## src/rtl/core/lbs_mac.sv

```systemverilog
// Shared multiply-accumulate unit: one product per cycle into a 64-bit accumulator.
module lbs_mac #(
    parameter int A_BITS = 32,
    parameter int B_BITS = 32
) (
    input  logic                     clk,
    input  logic                     clear,
    input  logic                     enable,
    input  logic signed [A_BITS-1:0] a,
    input  logic signed [B_BITS-1:0] b,
    output logic signed [63:0]       acc
);
    logic signed [63:0] prod_reg;
    logic               pend_reg;
    logic signed [63:0] acc_reg;

    always_ff @(posedge clk)
    begin
        prod_reg <= 64'(a * b);
        pend_reg <= enable;
        if (clear)
            acc_reg <= '0;
        else if (pend_reg)
            acc_reg <= acc_reg + prod_reg;
    end

    assign acc = acc_reg;
endmodule

```

## config.mk

```make
export PLATFORM = sky130hd
export DESIGN_NAME = lbs_mac
export DESIGN_NICKNAME = d
export VERILOG_FILES = /design/src/rtl/core/lbs_mac.sv
export SDC_FILE = /design/constraint.sdc
export NUM_CORES = 2
export LEC_CHECK = 0
export BUFFER_PORTS_ARGS = -buffer_cell sky130_fd_sc_hd__buf_2
export CAP_MARGIN = 20
export CORE_UTILIZATION = 55
export DETAILED_ROUTE_END_ITERATION = 8
export GPL_ROUTABILITY_DRIVEN = 0
export PLACE_DENSITY = 0.78
export SLEW_MARGIN = 20
export SYNTH_ARGS = -nofsm -noshare
export SYNTH_HDL_FRONTEND = slang
export SYNTH_SLANG_ARGS = --single-unit
```

## constraint.sdc

```tcl
create_clock -name clk -period 23.9 [get_ports clk]
set_clock_uncertainty 0.2 [all_clocks]
set_input_delay 4.78 -clock clk [delete_from_list [all_inputs] [get_ports clk]]
set_output_delay 4.78 -clock clk [all_outputs]
set_load 0.01 [all_outputs]
```

-- Yosys cells after proc, flatten, opt, wreduce, memory -nomap -nowiden
Index checks and enable logic that the tools add are counted.
- logic and storage cells: 5
- bits of input ports: 67
- latch bits: 0
- output and inout port bits: 64
- memories: 0
- ROM bits: 0
- RAM bits: 0
- flip-flop bits (word level): 129
- bitwise logic cells: 0
- $add $sub $neg: 1
- div/mod/pow operators: 0
- multipliers: 1
- reductions and logical operators: 0
- equal/unequal tests: 0
- mux-type cells: 0
- $lt $le $gt $ge: 0
- shift-type cells: 0
- operators by type and width (operator ; count):
    64-bit adder ; 1
    32-bit by 32-bit multiplier with 64-bit output ; 1

-- Depth between registers and ports, before layout
- word-level depth: 1
- depth in mapped cells: 29

-- Least setup slack after synthesis
OpenSTA, ideal clock, no wires.
- kind: input-to-reg
- start point: in a[31]
- end point: reg prod_reg[61]
- slack: 11.251 ns
- stages: 26
- path buffers: 1
- required time: 23.628 ns
- arrival: 12.377 ns
- path through: clkbuf_1 -> nand2_1 -> inv_1 -> fa_1 -> inv_1 -> fa_1 -> inv_1 -> fa_1 -> fa_1 -> inv_1 -> fa_1 -> inv_1 -> fa_1 -> fa_1 -> fa_1 -> ha_1 -> a21o_1 -> a21o_1 -> a21o_1 -> a221oi_1 -> nand2_1 -> a221o_1 -> nor3b_2 -> or3_4 -> a31oi_4 -> xnor2_1
- cells in the longest elaborated chain, start to end: 1
- ends and longest elaborated chain (what ; RTL line ; RTL):
    start, declared ; 9 ; input logic signed [A_BITS-1:0] a,
    32-bit by 32-bit multiplier with 64-bit output ; 19 ; prod_reg <= 64'(a * b);
    end signal, assigned ; 19 ;
    end, declared ; 13 ; logic signed [63:0] prod_reg;
Every way passes these cells.
A chain may end at the register's enable or synchronous reset.

-- Final worst setup path
- start point: in b[5]
- end point: reg prod_reg[61]
- cells in the longest elaborated chain, start to end: 1
- ends and longest elaborated chain (what ; RTL line ; RTL):
    start, declared ; 10 ; input logic signed [B_BITS-1:0] b,
    32-bit by 32-bit multiplier with 64-bit output ; 19 ;
Every way passes these cells.

==> impl_metrics.ini <==
[clock_network]
cts.sinks = 129
post_cts.repair.setup_buffers = 0
holdBufCountCts = 0
worst_setup_hold_path_clk_slew_ns = 0.06
tritoncts = yes
htreeDepth = 4
clk-insertion-delay-late_ns = 0.44
cts_root_buf = clkbuf_16
inserted_clock_buffers = 17
clock_tree.buffer_depth = 2
cts_repair_resize_count = 0

[critical_path]
critical_path.most_common_cell = fa_1
critPathTopFamily = adder cells
worst-endpoint-required_ns = 24.07
critical-path-slowest-cell = fa_1
cp_data_arrival_time_ns = 13.51
critPathLaunchType = input port
endpoint_kind = flip-flop
worst-path-max-fanout = 32
criticalPathCategory = in2reg
crit_buf_inv = 6
critical-path-max-stage-delay_ns = 0.84

[drt]
post_drt_wl_per_cell_um = 19.2
postRouteAntennaNets = 0
vias = 31901
postRouteWirelength_mm = 109
routed_via_density = 5.63
drt_pass1_iterations = 5
drt_iter0_drc = 1886
drc = 0

[logic_synthesis]
synth_seq_area_share_pct = 5.96
post_synth_num_cell_types = 80
netlist_area_um2 = 43300
ys_dominant_reg_cell = dfxtp_1
synth_cells = 4709
async_flop_share_pct = 0
yosysWarningCount = 0
post_synth_edffs = 0
synth-seq-cells = 129
avgSynthCellArea_um2 = 9.20
mappedNetlistNets = 6106

[layout]
synthToLayoutAreaGrowth_pct = 3.93
layout-drive-gt1-share_pct = 4.32
n_fill_cell = 6577
final_nets = 6012
post-route-util_pct = 57.9

[job]
cap_violations = 0

[floorplan]
row_count = 102
effective_utilization_at_floorplan_pct = 55.7
chipHeight_um = 283
placeableCoreArea_um2 = 77700
io-pin-count = 131
die-width_um = 283
die_area_um2 = 79900

[timing]
min_period_over_period_pct = 55.8
slew_violations = 0
setup_viol_count_final = 0
final.setup.tns_ns = 0
rsz0062_at_grt = false
period_minus_slack_ns = 13.33
tightestPinTransition_ns = 1.10
fmaxAchievable_mhz = 75.0
report.final.hold_viol_count = 0
slew_headroom_pct = 26.0

[grt]
grt_antenna_before_repair = 3
first_global_vias = 34200
gr-usage-all-layers_pct = 28.8
grt_pass1_wl_mm = 178
grt_start_max_net_pins = 64
overflow = 0

[min_path]
hold_path_class = reg2reg

[place]
dp_hpwl_mm = 88.2
port_buffers = 130

[outcome]
run_status = finished, final reports clean
==> logic make-up (layout without fill, tap and decap cells) <==
kind of cell	count (synthesis)	after routing	share of synthesized area, %
flip-flops	129	129	5.96
AO/OA/AOI/OAI	439	439	6.71
buffers and inverters	1236	1155	10.7
XOR/XNOR	121	121	2.45
multiplexers	30	30	0.699
AND/OR/NAND/NOR	1424	1424	16.3
other	0	2	0
adder cells (fa/ha/maj)	1330	1330	57.2
==> layer usage <==
layer / wire, µm / GRT usage, % / part of all wire, % / vias up
met1: 38700 / 33.8 / 35 / 16375
met4: 7660 / 17.6 / 7.0 / 0
li1: - / - / - / 13861
met3: 6610 / 4.04 / 6.1 / 390
met2: 56200 / 49.9 / 51 / 1275
met5: 0 / 0 / 0 / -
==> worst reg2reg max path: stages, from the launching register on <==
cell	delay, ns
dfxtp_1	0.39
ha_1	0.22
inv_1	0.06
fa_1	0.40
nand2b_1	0.18
a21o_1	0.19
a21o_1	0.20
a21oi_1	0.40
o21ai_1	0.28
o41a_1	0.46
o41ai_1	0.67
a311oi_1	0.21
xor2_1	0.22
o21ai_0	0.09
==> layout make-up <==
| cell class | count | area [µm²] | area share (%) |
|---|---|---|---|
| flip-flops and latches | 129 | 2580 | 5.74 |
| clock buffers | 19 | 453 | 1.01 |
| inverters | 985 | 3700 | 8.21 |
| well taps | 1040 | 1300 | 2.89 |
| diodes | 2 | 5.00 | 0.0111 |
| clock inverters | 13 | 174 | 0.386 |
| multi-input cells | 3344 | 36100 | 80.2 |
| repair buffers | 138 | 711 | 1.58 |
==> synthesized netlist by cell type (all sizes together) (14+ instances only) <==
| master | count | share of area (%) |
|---|---|---|
| fa | 1083 | 50 |
| inv | 984 | 8.5 |
| nand2 | 587 | 5.1 |
| and2 | 517 | 7.5 |
| ha | 247 | 7.1 |
| clkbuf | 244 | 2.1 |
| nor2 | 150 | 1.3 |
| a21oi | 138 | 1.6 |
| dfxtp | 129 | 6.0 |
| a21o | 73 | 1.3 |
| xnor2 | 72 | 1.5 |
| o21ai | 71 | 0.82 |
| xor2 | 49 | 0.99 |
| nor3 | 31 | 0.37 |
| nand4 | 29 | 0.42 |
| mux2i | 28 | 0.65 |
| and3 | 23 | 0.33 |
| nand3 | 23 | 0.27 |
| o21bai | 22 | 0.38 |
| a211oi | 19 | 0.35 |
| o21a | 19 | 0.33 |
| a31oi | 17 | 0.31 |
| nand2b | 17 | 0.25 |
| nor2b | 15 | 0.22 |
| o211ai | 14 | 0.25 |
==> per-stage QoR <==
| stage | worst slack, ns | cells | hold slack [ns] | instance area (µm²) |
|---|---|---|---|---|
| after CTS | 10.63 | 5668 | 0.291 | 45000 |
| after global routing | 10.21 | 5670 | 0.313 | 45000 |
| after detailed placement | 10.22 | 5636 | 0.283 | 44400 |
| after floorplan | 11.25 | 4709 | 0.298 | 43300 |
| final | 10.57 | 5670 | 0.290 | 45000 |
| after global placement | 10.40 | 5636 | 0.274 | 44400 |
==> cells in the final DEF, fill, tap and decap left out, types with 15 or more instances in the layout <==
master	n
and3_1	23
nor2b_1	15
o21a_1	19
dfxtp_1	128
ha_1	247
nor3_1	30
xnor2_1	72
nand4_1	29
xor2_1	49
nand2_1	587
and2_1	517
o21ai_0	68
clkbuf_16	17
o21bai_1	22
inv_1	984
a31oi_1	15
mux2i_1	28
fa_1	1083
a21o_1	72
a211oi_1	17
buf_2	130
nor2_1	150
nand2b_1	17
nand3_1	23
a21oi_1	137
==> final timing paths <==
| path | startpoint | endpoint | slack, ns | cells after the start |
|---|---|---|---|---|
| min | acc[47] | acc[47] | 0.29 | 2 |
| max | b[5] | prod_reg[61] | 10.57 | 26 |
| min reg2reg | acc[47] | acc[47] | 0.29 | 2 |
| max reg2reg | acc[0] | acc[62] | 19.59 | 13 |
Power is not shown: default switching activity piles up to over one toggle a cycle in this logic, so the estimate is an artifact.
